[src/hw/rtl/chp_pkg.sv]
// Shared types, constants and arithmetic helpers for the cascaded height PID block.
// Used by every module under hw/rtl; depends on nothing else.
package chp_pkg;

  // Fixed-point format of the controller.
  localparam int FRAC_BITS = 16;

  // Shared multiplier geometry: unsigned gain/time operand times signed signal.
  localparam int MUL_A_W  = 24;
  localparam int MUL_B_W  = 42;
  localparam int MUL_HALF = MUL_A_W / 2;
  localparam int PP_W     = MUL_B_W + MUL_HALF + 1;
  localparam int PROD_W   = MUL_B_W + MUL_A_W;

  // Working widths of the datapath.
  localparam int SUM_W    = 48;
  localparam int SIG_W    = 32;
  localparam int OUT_W    = 26;
  localparam int IINT_W   = 25;
  localparam int GAIN_W   = 24;
  localparam int TIME_W   = 16;
  localparam int CFG_IDX_W = 3;

  // Register indexes of the configuration port.
  localparam logic [CFG_IDX_W-1:0] CFG_INNER_KP  = 3'd0;
  localparam logic [CFG_IDX_W-1:0] CFG_INNER_KI  = 3'd1;
  localparam logic [CFG_IDX_W-1:0] CFG_INNER_KD  = 3'd2;
  localparam logic [CFG_IDX_W-1:0] CFG_OUTER_KP  = 3'd3;
  localparam logic [CFG_IDX_W-1:0] CFG_OUTER_KI  = 3'd4;
  localparam logic [CFG_IDX_W-1:0] CFG_OUTER_KD  = 3'd5;
  localparam logic [CFG_IDX_W-1:0] CFG_OUTER_DT  = 3'd6;

  // Power-up values of the configuration registers.
  localparam logic [GAIN_W-1:0] RST_INNER_KP = 24'd6554;
  localparam logic [GAIN_W-1:0] RST_INNER_KI = 24'd5243;
  localparam logic [GAIN_W-1:0] RST_INNER_KD = 24'd524288;
  localparam logic [GAIN_W-1:0] RST_OUTER_KP = 24'd32768;
  localparam logic [GAIN_W-1:0] RST_OUTER_KI = 24'd0;
  localparam logic [GAIN_W-1:0] RST_OUTER_KD = 24'd163840;
  localparam logic [TIME_W-1:0] RST_OUTER_DT = 16'd2458;

  // Clamp limits in Q16.16: 200, 300 and 500.
  localparam logic signed [SUM_W-1:0] LIM_200 = 48'sd13107200;
  localparam logic signed [SUM_W-1:0] LIM_300 = 48'sd19660800;
  localparam logic signed [SUM_W-1:0] LIM_500 = 48'sd32768000;

  // Signed 32-bit range used to saturate the height error.
  localparam logic signed [PROD_W-1:0] S32_MAX = 66'sd2147483647;
  localparam logic signed [PROD_W-1:0] S32_MIN = -66'sd2147483648;

  // Rounding offsets for the Q16 rescale and for the halved (Q17) rescale.
  localparam logic signed [PROD_W-1:0] HALF_Q16 = 66'sd32768;
  localparam logic signed [PROD_W-1:0] HALF_Q17 = 66'sd65536;

  // Multiply steps of one control tick, in issue order.
  typedef enum logic [3:0] {
    OP_IINC1,
    OP_IINC2,
    OP_FF,
    OP_PROP,
    OP_DAMP1,
    OP_DAMP2,
    OP_ERR,
    OP_OINC1,
    OP_OINC2,
    OP_VEL,
    OP_OD
  } chp_op_t;

  // Controller states.
  typedef enum logic [2:0] {
    ST_IDLE,
    ST_MUL,
    ST_WAIT,
    ST_THRUST,
    ST_TARGET,
    ST_FIN
  } chp_state_t;

  // Commands from the controller to the datapath.
  typedef struct packed {
    logic    load;
    logic    mul_start;
    logic    wb;
    chp_op_t op;
    logic    thrust;
    logic    target;
    logic    fin;
  } chp_cmd_t;

  // Status from the datapath to the controller.
  typedef struct packed {
    logic mul_done;
    logic run_outer;
  } chp_status_t;

  // Round to nearest by 2^-16, ties toward plus infinity.
  function automatic logic signed [PROD_W-1:0] round_q16(input logic signed [PROD_W-1:0] p);
    round_q16 = (p + HALF_Q16) >>> FRAC_BITS;
  endfunction

  // Round to nearest by 2^-17, ties toward plus infinity.
  function automatic logic signed [PROD_W-1:0] round_q17(input logic signed [PROD_W-1:0] p);
    round_q17 = (p + HALF_Q17) >>> (FRAC_BITS + 1);
  endfunction

  // Symmetric clamp to plus or minus lim.
  function automatic logic signed [SUM_W-1:0] clamp_sym(input logic signed [SUM_W-1:0] x,
                                                        input logic signed [SUM_W-1:0] lim);
    if (x > lim) begin
      clamp_sym = lim;
    end else if (x < -lim) begin
      clamp_sym = -lim;
    end else begin
      clamp_sym = x;
    end
  endfunction

endpackage

[src/hw/rtl/chp_ctrl.sv]
// Controller of the cascaded height PID: sequences the multiply steps of one
// tick and owns the handshakes. Depends on chp_pkg.
module chp_ctrl (
  input  logic                  clk,
  input  logic                  rst,
  input  logic                  in_valid,
  output logic                  in_ready,
  output logic                  out_valid,
  input  logic                  out_ready,
  input  chp_pkg::chp_status_t  status,
  output chp_pkg::chp_cmd_t     cmd
);
  import chp_pkg::*;

  chp_state_t state, state_next;
  chp_op_t    op, op_next;
  logic       out_valid_next;
  logic       slot_free;

  // Order of the multiply steps within each loop.
  function automatic chp_op_t follow_op(input chp_op_t cur);
    case (cur)
      OP_IINC1: follow_op = OP_IINC2;
      OP_IINC2: follow_op = OP_FF;
      OP_FF:    follow_op = OP_PROP;
      OP_PROP:  follow_op = OP_DAMP1;
      OP_DAMP1: follow_op = OP_DAMP2;
      OP_ERR:   follow_op = OP_OINC1;
      OP_OINC1: follow_op = OP_OINC2;
      OP_OINC2: follow_op = OP_VEL;
      OP_VEL:   follow_op = OP_OD;
      default:  follow_op = OP_IINC1;
    endcase
  endfunction

  assign slot_free = !out_valid || out_ready;

  // Next state and next step.
  always_comb begin
    state_next = state;
    op_next    = op;
    case (state)
      ST_IDLE: begin
        if (in_valid) begin
          state_next = ST_MUL;
          op_next    = OP_IINC1;
        end
      end
      ST_MUL: begin
        state_next = ST_WAIT;
      end
      ST_WAIT: begin
        if (status.mul_done) begin
          if (op == OP_DAMP2) begin
            state_next = ST_THRUST;
          end else if (op == OP_OD) begin
            state_next = ST_TARGET;
          end else begin
            state_next = ST_MUL;
            op_next    = follow_op(op);
          end
        end
      end
      ST_THRUST: begin
        if (status.run_outer) begin
          state_next = ST_MUL;
          op_next    = OP_ERR;
        end else begin
          state_next = ST_FIN;
        end
      end
      ST_TARGET: begin
        state_next = ST_FIN;
      end
      ST_FIN: begin
        if (slot_free) begin
          state_next = ST_IDLE;
        end
      end
      default: begin
        state_next = ST_IDLE;
      end
    endcase
  end

  // Commands to the datapath and handshake outputs.
  always_comb begin
    in_ready      = (state == ST_IDLE);
    cmd.load      = (state == ST_IDLE) && in_valid;
    cmd.mul_start = (state == ST_MUL);
    cmd.wb        = (state == ST_WAIT) && status.mul_done;
    cmd.op        = op;
    cmd.thrust    = (state == ST_THRUST);
    cmd.target    = (state == ST_TARGET);
    cmd.fin       = (state == ST_FIN) && slot_free;
  end

  // The output register holds one finished result until it is taken.
  always_comb begin
    if (cmd.fin) begin
      out_valid_next = 1'b1;
    end else if (out_ready) begin
      out_valid_next = 1'b0;
    end else begin
      out_valid_next = out_valid;
    end
  end

  always_ff @(posedge clk) begin
    if (rst) begin
      state     <= ST_IDLE;
      op        <= OP_IINC1;
      out_valid <= 1'b0;
    end else begin
      state     <= state_next;
      op        <= op_next;
      out_valid <= out_valid_next;
    end
  end

endmodule

[config.mk]
export PLATFORM = sky130hd
export DESIGN_NAME = chp_ctrl
export DESIGN_NICKNAME = d
export VERILOG_FILES = /design/src/hw/rtl/chp_pkg.sv /design/src/hw/rtl/chp_ctrl.sv
export SDC_FILE = /design/constraint.sdc
export NUM_CORES = 1
export LEC_CHECK = 0
export BUFFER_PORTS_ARGS = -buffer_cell sky130_fd_sc_hd__buf_2
export CORE_UTILIZATION = 50
export DETAILED_ROUTE_END_ITERATION = 16
export GPL_ROUTABILITY_DRIVEN = 0
export PLACE_DENSITY_LB_ADDON = 0.25
export RECOVER_POWER = 25
export SYNTH_ARGS = -nofsm -noshare
export SYNTH_HDL_FRONTEND = slang
export SYNTH_SLANG_ARGS = --single-unit
[constraint.sdc]
create_clock -name clk -period 3.7 [get_ports clk]
set_clock_uncertainty 0.1 [all_clocks]
set_input_delay 0.37 -clock clk [delete_from_list [all_inputs] [get_ports clk]]
set_output_delay 0.37 -clock clk [all_outputs]
set_load 0.03 [all_outputs]
* Word-level counts from Yosys, hierarchy flattened
Memories as Yosys holds them, arrays and structs flattened. A register that Yosys moved wholly into a read port is not among the register bits.
Index checks and enable logic that the tools add are counted.
Widths: inputs -> output; s select.
** Cells by class
- Eq/ne operators :: 13
- Divide/modulo/power cells :: 0
- Reductions and logical operators :: 10
- Shifts and indexed selects :: 0
- Mux-type cells :: 17
- Multipliers :: 0
- Add/sub/neg operators :: 0
- Bitwise logic cells :: 0
- $lt $le $gt $ge :: 0
** Operators with widths (count)
- $mux 4 :: 7
- $mux 3 :: 6
- $pmux 3 s6 :: 1
- $ne 2x2->1 const B :: 6
- $pmux 4 s3 :: 1
- $eq 3x2->1 const B :: 2
- $eq 3x3->1 const B :: 2
- $reduce_and 6->1 :: 1
- $eq 4x3->1 const B :: 1
- $eq 4x4->1 const B :: 1
- $eq 3x1->1 const B :: 1
- $logic_and 1x1->1 :: 3
- $logic_not 3->1 :: 1
- $reduce_and 3->1 :: 1
- $reduce_bool 3->1 :: 1
- $mux 1 :: 2
- $reduce_bool 2->1 :: 1
- $logic_not 1->1 :: 1
- $logic_or 1x1->1 :: 1
** Storage, ports and cells
- Memories kept :: 1
- ROM bits :: 64
- Output and inout bits :: 12
- Logic and storage cells :: 44
- Bits in registers :: 8
- Input bits :: 6
- Latch bits :: 0
- Memory bits (writable) :: 0
** Memory list
- (no name shown) :: words 16, width 4, rd ports 1, clocked after memory_dff 1, wr ports 0, RTL line chp_ctrl.sv:22 : case (cur)

* Logic depth before layout (Yosys ltp)
Gate-level depths: netlist of run 1.
- Depth in word-level cells :: 7
- Mapped depth :: 11
- Depth with buffers taken out :: 10

* Worst setup path after synthesis of run 1
Ideal clock, no wire load.
- Path type :: reg2reg
- Start :: register op[1]
- End :: register (tool-made name)
- Library setup time :: 0.137 ns
- Arrival time :: 2.410 ns
- Cell stages (with the launch flop) :: 11
- Buffers on the path :: 0
- Data required time :: 3.463 ns
- Slack :: 1.053 ns
- Period minus slack after synthesis :: 2.647 ns
- Cells stage by stage :: dfxtp_1 and4bb_2 a21o_1 nor3_4 mux2i_1 or2_2 ha_1 nand2_1 a31oi_1 a41oi_1 o221ai_1
** RTL lines
- from (decl) :: RTL line chp_ctrl.sv:16 : chp_op_t op, op_next;
- from (signal assigned) :: RTL line chp_ctrl.sv:116 : op <= op_next;

==> results of run 1 <==
## power breakdown
group | internal [W] | leakage, nW | total, W | switching [W]
registers | 0.000139 | 0.0974 | 0.000166 | 0.0000276
clock network | 0.0000599 | 0.0210 | 0.000108 | 0.0000484
logic | 0.0000674 | 0.274 | 0.000180 | 0.000112
## cell usage in the layout, fill, tap and decap left out, types with 2 or more instances in the layout
cell	count
mux2_2	2
dfxtp_1	12
nand2_1	3
clkbuf_1	5
ha_1	4
o31ai_1	3
o221ai_1	2
nor2_1	17
nor2b_1	6
inv_1	3
nor3b_1	2
a21oi_1	8
nand3_1	2
a31oi_1	2
nor3_1	5
buf_2	12
nand2b_1	2
o21ai_0	2
clkbuf_4	3
mux2i_1	3
and2_1	3
nand4_1	2
## layer usage
| layer | track usage, % | vias to the layer above | part of all wire [%] |
|---|---|---|---|
| met5 | 0 | - | 0 |
| met4 | 15.2 | 0 | 2.8 |
| met3 | 3.67 | 7 | 3.3 |
| met2 | 38.2 | 27 | 47 |
| met1 | 33.8 | 418 | 47 |
| li1 | - | 447 | - |
## cells in the mapped netlist (2+ instances only)
cell      count
nor3b_1       2
nand2_1       3
o31ai_1       3
nand3_1       2
a21oi_1       8
ha_1          4
inv_1         3
and2_1        3
mux2_2        2
buf_2         2
clkbuf_1      3
mux2i_1       3
nand2b_1      2
o221ai_1      2
o21ai_0       2
a31oi_1       2
nor2b_1       6
nor2_1       17
dfxtp_1      12
nand4_1       2
nor3_1        5
## through the flow
stage	hold slack, ns	cells
2_1_floorplan	0.351	112
3_3_place_gp	0.520	147
3_5_place_dp	0.529	147
4_1_cts	0.322	151
5_1_grt	0.335	151
6_report	0.318	151
## final cells by class
type | count | area, um^2
multi-input cells | 90 | 619
inverters | 3 | 11.3
repair buffers | 17 | 78.8
flip-flops and latches | 12 | 240
well taps | 25 | 31.3
fillers | 156 | 691
clock buffers | 4 | 36.3
## kinds of logic (layout without fill, tap and decap cells)
group | count (synthesis) | after routing | share of synthesized area, %
and+or+nand+nor | 52 | 52 | 33.0
AOI/OAI and AO/OA | 29 | 29 | 23.8
DFF | 12 | 12 | 26.4
buffers and inverters | 10 | 24 | 5.63
muxes | 5 | 5 | 5.77
adders and majority gates | 4 | 4 | 5.49
## how the worst max path moves through the flow
stage	slack, ns	end	start
final	0.59	flop	state[0]$_SDFFE_PP0P_
after global routing	0.31	flop	state[0]$_SDFFE_PP0P_
after CTS	0.62	flop	state[0]$_SDFFE_PP0P_
after detailed placement	0.65	flop	state[0]$_SDFFE_PP0P_
after global placement	0.71	flop	state[0]$_SDFFE_PP0P_
after floorplan	1.05	flop	op[1]$_SDFFE_PP0N_
==> flow_summary_export.csv, run 1 <==
group,metric,value,unit
critical_path,worstSetupPathDepth,10,
clock_network,post_cts_buffers,0,
synthesis,synth_ff_type,"dfxtp_1",
place,placed_cell_area,987,um^2
routing,first_iter_violations,29,
sta,setup_slack,0.592,ns
synthesis,synth_area,911,um^2
worst_hold_path,min_to,"op[0]$_SDFFE_PP0N_",
critical_path,start_kind,"flop",
critical_path,worstSetupPathType,"reg2reg",
critical_path,crit_fanout,21,
sta,final_hold_viol_count,0,
global_route,grt_pass1_wl,3.63,mm
finish,fin_util,59.6,%
job,max-cap-violations,0,
finish,diodes,0,
finish,fin_nets,137,
critical_path,end_kind,"flop",
worst_hold_path,whs_path_depth,2,
synthesis,syn_inst,112,
worst_hold_path,worstHoldStart,"rst",
synthesis,synth_cell_type_count,45,
sta,fin_crit,3.11,ns
synthesis,syn-mean-instance-area,8.13,um^2
floorplan,die_area,2000,um^2
critical_path,cp_slowest_cell,"dfxtp_1",
floorplan,core_area,1710,um^2
clock_network,cts_resized,0,
status,status,"completed",
clock_network,clock_latency,0.28,ns
floorplan,dieHeight,44.7,um
clock_network,numCtsBuffers,3,
critical_path,reg2reg_depth,10,
sta,period_share,84.0,%
critical_path,max_stage_delay,0.71,ns
floorplan,ios,18,
sta,max_freq,322,MHz
critical_path,crit_family,"simple AND/OR/NAND/NOR gates",
clock_network,clkTransAtPathRegs,0.08,ns
global_route,overflow,0,
synthesis,synth_edf_count,0,
sta,max_slew_margin,59.6,%
critical_path,required,3.80,ns
global_route,grt_max_degree,22,
floorplan,start_util,53.3,%
floorplan,rows,15,
place,post-place-ws,0.647,ns
sta,fin_tns_setup,0,ns
clock_network,htreeDepth,1,
place,numPortBuffers,17,
clock_network,cts_hold_buf,0,
routing,vias,899,
critical_path,arrival,3.21,ns
power,peakVddDrop,0.000239,V
sta,rsz0062_at_grt,"no",
global_route,antenna_found_initial,0,
synthesis,async_flop_share,0,%
clock_network,cts.sinks,12,
sta,slew_viol_final,0,
worst_hold_path,hold_class,"in2reg",
global_route,grt_util_all_layers,25.2,%
sta,worst_slew_pin_slew,0.605,ns
routing,routed_wl,2.11,mm
synthesis,yosys_warnings,0,
synthesis,synthesis.nets,122,
finish,postLayoutCellArea,1020,um^2
power,power,0.000454,W
clock_network,cts_buffer_depth,2,
routing,ant_nets,0,
routing,route.detailed.drc,0,
critical_path,r2r_slack,0.59,ns
floorplan,die_x,44.7,um
critical_path,crit_chain,"and4bb_2 > a21o_1 > nor3_4 > mux2i_1 > or2_2 > ha_1 > nand2_1 > a31oi_1 > a41oi_1 > o221ai_1",
global_route,grt_pass1_vias,821,
synthesis,ys_top_cells_by_area,"dfxtp_1 26%, nor2_1 7.0%, ha_1 5.5%",
synthesis,ys_seq_area_share,26.4,%
critical_path,r2r_start,"state[0]$_SDFFE_PP0P_",
routing,vias_per_cell,5.95,
synthesis,synth_top_area_share,26.4,%
synthesis,ys_ff_latch,12,
clock_network,cts_root_buf,"clkbuf_4",
finish,drive_above_1_share,19.0,%
finish,syn2layout_area_growth,11.7,%
routing,wl_per_cell,14.0,um
synthesis,synth_top_cell_by_area,"dfxtp_1",
place,place_hpwl,1.64,mm
power,powerDensity,447,nW/um^2
critical_path,crit_buf_inv,0,
routing,dr.pass1.iters,4,
power,power.leakage,0.393,nW
clock_network,cts_tree,"done",
sta,setup_viol,0,
(Power assumes the default switching activity.)
==> run 2, diff against run 1 <==
Clock period 3.7 ns to 2.9 ns, I/O delays scaled along.
==> flow_summary_export.csv, run 2 (synthesis gave the netlist of run 1 again) <==
group,metric,value,unit
place,post-place-ws,0.194,ns
global_route,antenna_found_initial,0,
routing,dr.pass1.iters,4,
power,power.leakage,0.418,nW
critical_path,required,3.01,ns
floorplan,dieHeight,44.7,um
clock_network,htreeDepth,1,
clock_network,cts_buffer_depth,2,
routing,vias,926,
critical_path,end_kind,"flop",
finish,syn2layout_area_growth,15.9,%
floorplan,core_area,1710,um^2
clock_network,cts.sinks,12,
sta,worst_slew_pin_slew,0.436,ns
floorplan,start_util,53.3,%
clock_network,cts_resized,0,
clock_network,cts_root_buf,"clkbuf_4",
place,place_hpwl,1.69,mm
status,status,"completed",
clock_network,cts_tree,"done",
routing,vias_per_cell,5.94,
clock_network,post_cts_buffers,0,
floorplan,rows,15,
sta,setup_viol,0,
sta,max_slew_margin,70.9,%
sta,max_freq,372,MHz
clock_network,cts_hold_buf,0,
sta,rsz0062_at_grt,"no",
routing,ant_nets,0,
finish,final_common_cell,"nor2_1",
global_route,grt_max_degree,17,
floorplan,die_area,2000,um^2
routing,first_iter_violations,27,
global_route,grt_util_all_layers,23.9,%
finish,drive_above_1_share,22.9,%
finish,layout_common_cells,"17 x nor2_1, 12 x buf_2, 11 x dfxtp_1",
routing,wl_per_cell,14.1,um
finish,fin_nets,142,
sta,period_share,92.7,%
finish,diodes,0,
global_route,grt_pass1_wl,3.40,mm
sta,slew_viol_final,0,
clock_network,clock_latency,0.29,ns
routing,route.detailed.drc,0,
floorplan,ios,18,
critical_path,worstSetupPathType,"reg2reg",
critical_path,start_kind,"flop",
global_route,overflow,0,
sta,setup_slack,0.211,ns
job,max-cap-violations,0,
power,peakVddDrop,0.000322,V
routing,routed_wl,2.21,mm
clock_network,clkTransAtPathRegs,0.08,ns
place,numPortBuffers,17,
floorplan,die_x,44.7,um
sta,final_hold_viol_count,0,
sta,fin_crit,2.69,ns
power,powerDensity,570,nW/um^2
critical_path,arrival,2.80,ns
worst_hold_path,hold_class,"in2reg",
global_route,grt_pass1_vias,708,
clock_network,numCtsBuffers,3,
critical_path,crit_fanout,11,
sta,fin_tns_setup,0,ns
[run 2: changes by cell type in the layout (fill, tap and decap cells not counted)]
cell	before	now
dfxtp_1	12	11
buf_4	0	5
dfxtp_2	0	1
[run 2: final timing paths]
kind | from | endpoint | slack, ns | cells after the start
worst max-delay path | state[1]$_SDFFE_PP0P_ | flop | 0.21 | 10
worst min register to register | op[2]$_SDFFE_PP0N_ | op[2]$_SDFFE_PP0N_ | 0.53 | 2
worst max register to register | state[1]$_SDFFE_PP0P_ | flop | 0.21 | 10
worst min-delay path | rst | op[3]$_SDFFE_PP0N_ | 0.24 | 2
[run 2: layer usage]
metal  up-vias  track usage, %  part of all wire, %
met5         -               0                    0
met4         0            7.88                  2.1
met3         8            8.57                  6.5
met2        35            35.6                   45
met1       427            31.9                   46
li1        456               -                    -
[run 2: power by group]
group          switching, W  internal (W)  leakage, nW
registers         0.0000265      0.000178       0.0976
clock network     0.0000615     0.0000766       0.0210
logic              0.000159      0.000100        0.299
[run 2: final cells by class]
type                       count  area, um^2
fill                         162         652
inverter                       3        11.3
timing repair buffer          22         116
multi-input combinational     90         619
clock buffer                   4        36.3
tap                           25        31.3
sequential                    12         241
[run 2: critical path, cell delays in order (launching register included)]
cell and delay (ns):
dfxtp_1 0.53, nor3_1 0.15, a211o_4 0.37, or4_4 0.50, o21a_1 0.15, nor2_1 0.18
ha_1 0.20, nand2_1 0.05, a31oi_1 0.14, a41oi_1 0.06, o221ai_1 0.18
[run 2: through the flow]
stage | total power, W | instances | hold WS, ns | area (um^2) | util, %
2_1_floorplan | 0.000401 | 112 | 0.271 | 911 | -
3_5_place_dp | 0.000462 | 152 | 0.518 | 1020 | 60.0
4_1_cts | 0.000599 | 156 | 0.242 | 1060 | 62.1
5_1_grt | 0.000636 | 156 | 0.263 | 1060 | 61.8
3_3_place_gp | 0.000457 | 152 | 0.528 | 1020 | 60.0
6_report | 0.000602 | 156 | 0.239 | 1060 | 61.8
==> run 3, diff against run 2 <==
Settings changed: CELL_PAD_IN_SITES_DETAIL_PLACEMENT set to 1, CELL_PAD_IN_SITES_GLOBAL_PLACEMENT set to 2, CORE_UTILIZATION 50 to 31.
==> flow_summary_export.csv, run 3 (synthesis gave the netlist of run 1 again) <==
group,metric,value,unit
routing,route.detailed.drc,0,
critical_path,startpoint,"op[3]$_SDFFE_PP0N_",
sta,worst_slew_pin_slew,0.541,ns
finish,syn2layout_area_growth,17.9,%
power,peakVddDrop,0.000316,V
critical_path,r2r_start,"op[3]$_SDFFE_PP0N_",
critical_path,worstSetupPathType,"reg2reg",
global_route,overflow,0,
routing,wl_per_cell,17.4,um
finish,fin_nets,144,
finish,postLayoutCellArea,1070,um^2
routing,vias,969,
global_route,grt_pass1_wl,4.73,mm
global_route,grt_util_all_layers,19.9,%
floorplan,ios,18,
sta,max_freq,369,MHz
critical_path,reg2reg_depth,10,
clock_network,cts.sinks,12,
sta,final_hold_viol_count,0,
routing,routed-wl-met3,147,um
worst_hold_path,hold_class,"in2reg",
routing,wl_met1,1.28,mm
clock_network,cts_root_buf,"clkbuf_4",
floorplan,start_util,32.7,%
clock_network,clkTransAtPathRegs,0.09,ns
routing,routed_wl,2.86,mm
place,place_hpwl,2.16,mm
sta,max_slew_margin,63.7,%
power,powerDensity,580,nW/um^2
critical_path,end_kind,"flop",
sta,rsz0062_at_grt,"no",
floorplan,die_area,3160,um^2
critical_path,crit_fanout,6,
finish,layout_common_cells,"17 x nor2_1, 12 x dfxtp_1, 12 x buf_2",
routing,wl_met2,1.35,mm
clock_network,post_cts_buffers,0,
routing,first_iter_violations,44,
critical_path,required,2.96,ns
clock_network,cts_resized,0,
global_route,antenna_found_initial,0,
status,status,"completed",
routing,vias_per_cell,5.91,
critical_path,r2r_slack,0.19,ns
global_route,grt_pass1_vias,960,
sta,setup_viol,0,
floorplan,core_area,2780,um^2
sta,slew_viol_final,0,
finish,drive_above_1_share,22.6,%
clock_network,numCtsBuffers,3,
sta,fin_crit,2.71,ns
routing,ant_nets,0,
floorplan,dieHeight,56.2,um
clock_network,cts_hold_buf,0,
routing,dr.pass1.iters,4,
global_route,grt_max_degree,17,
sta,period_share,93.4,%
critical_path,arrival,2.77,ns
clock_network,clock_latency,0.29,ns
place,placed_cell_area,1050,um^2
clock_network,cts_tree,"done",
power,power,0.000622,W
finish,fin_util,38.6,%
floorplan,rows,19,
floorplan,die_x,56.2,um
critical_path,start_kind,"flop",
finish,diodes,0,
place,numPortBuffers,17,
power,power.leakage,0.423,nW
clock_network,cts_buffer_depth,2,
finish,final_common_cell,"nor2_1",
job,max-cap-violations,0,
routing,top_layer,"met4",
clock_network,htreeDepth,1,
sta,fin_tns_setup,0,ns
## run 3: final cells by class
class,instances,area (um^2)
Fill cell,348,1710
Multi-Input combinational cell,90,619
Sequential cell,12,240
Clock buffer,4,36.3
Tap cell,31,38.8
Timing Repair Buffer,24,128
Inverter,3,11.3
## run 3: routing by layer
metal | vias to the layer above | track usage [%]
li1 | 461 | -
met2 | 27 | 32.1
met1 | 472 | 23.6
met4 | 0 | 11.5
met3 | 9 | 5.35
met5 | - | 0
## run 3: worst min-delay path by stage
| stage | start | cells after the start | end |
|---|---|---|---|
| final | out_ready | 4 | out_valid$_SDFFE_PP0P_ |
| after global placement | state[1]$_SDFFE_PP0P_ | 2 | state[1]$_SDFFE_PP0P_ |
| after CTS | out_ready | 4 | out_valid$_SDFFE_PP0P_ |
| after global routing | out_ready | 4 | out_valid$_SDFFE_PP0P_ |
| after detailed placement | state[1]$_SDFFE_PP0P_ | 2 | state[1]$_SDFFE_PP0P_ |
| after floorplan | rst | 1 | op[2]$_SDFFE_PP0N_ |
## run 3: power by group
part           internal, W  switching [W]
Combinational     0.000106       0.000170
Clock            0.0000765      0.0000698
Sequential        0.000177      0.0000227
## run 3: critical path, stage by stage (launching register included)
cell	delay (ns)
dfxtp_1	0.44
nor2b_1	0.35
and4_1	0.45
nor3_4	0.09
mux2i_1	0.16
or2_2	0.32
ha_1	0.23
nand2_1	0.07
a31oi_1	0.04
a41oi_1	0.20
o221ai_1	0.14
## run 3: stage by stage
| step | cells | setup WS, ns | hold slack, ns |
|---|---|---|---|
| floorplan | 112 | 0.253 | 0.271 |
| global placement | 160 | 0.321 | 0.501 |
| detailed placement | 160 | 0.249 | 0.511 |
| CTS | 164 | 0.215 | 0.228 |
| global route | 164 | 0.0501 | 0.244 |
| finish | 164 | 0.192 | 0.241 |
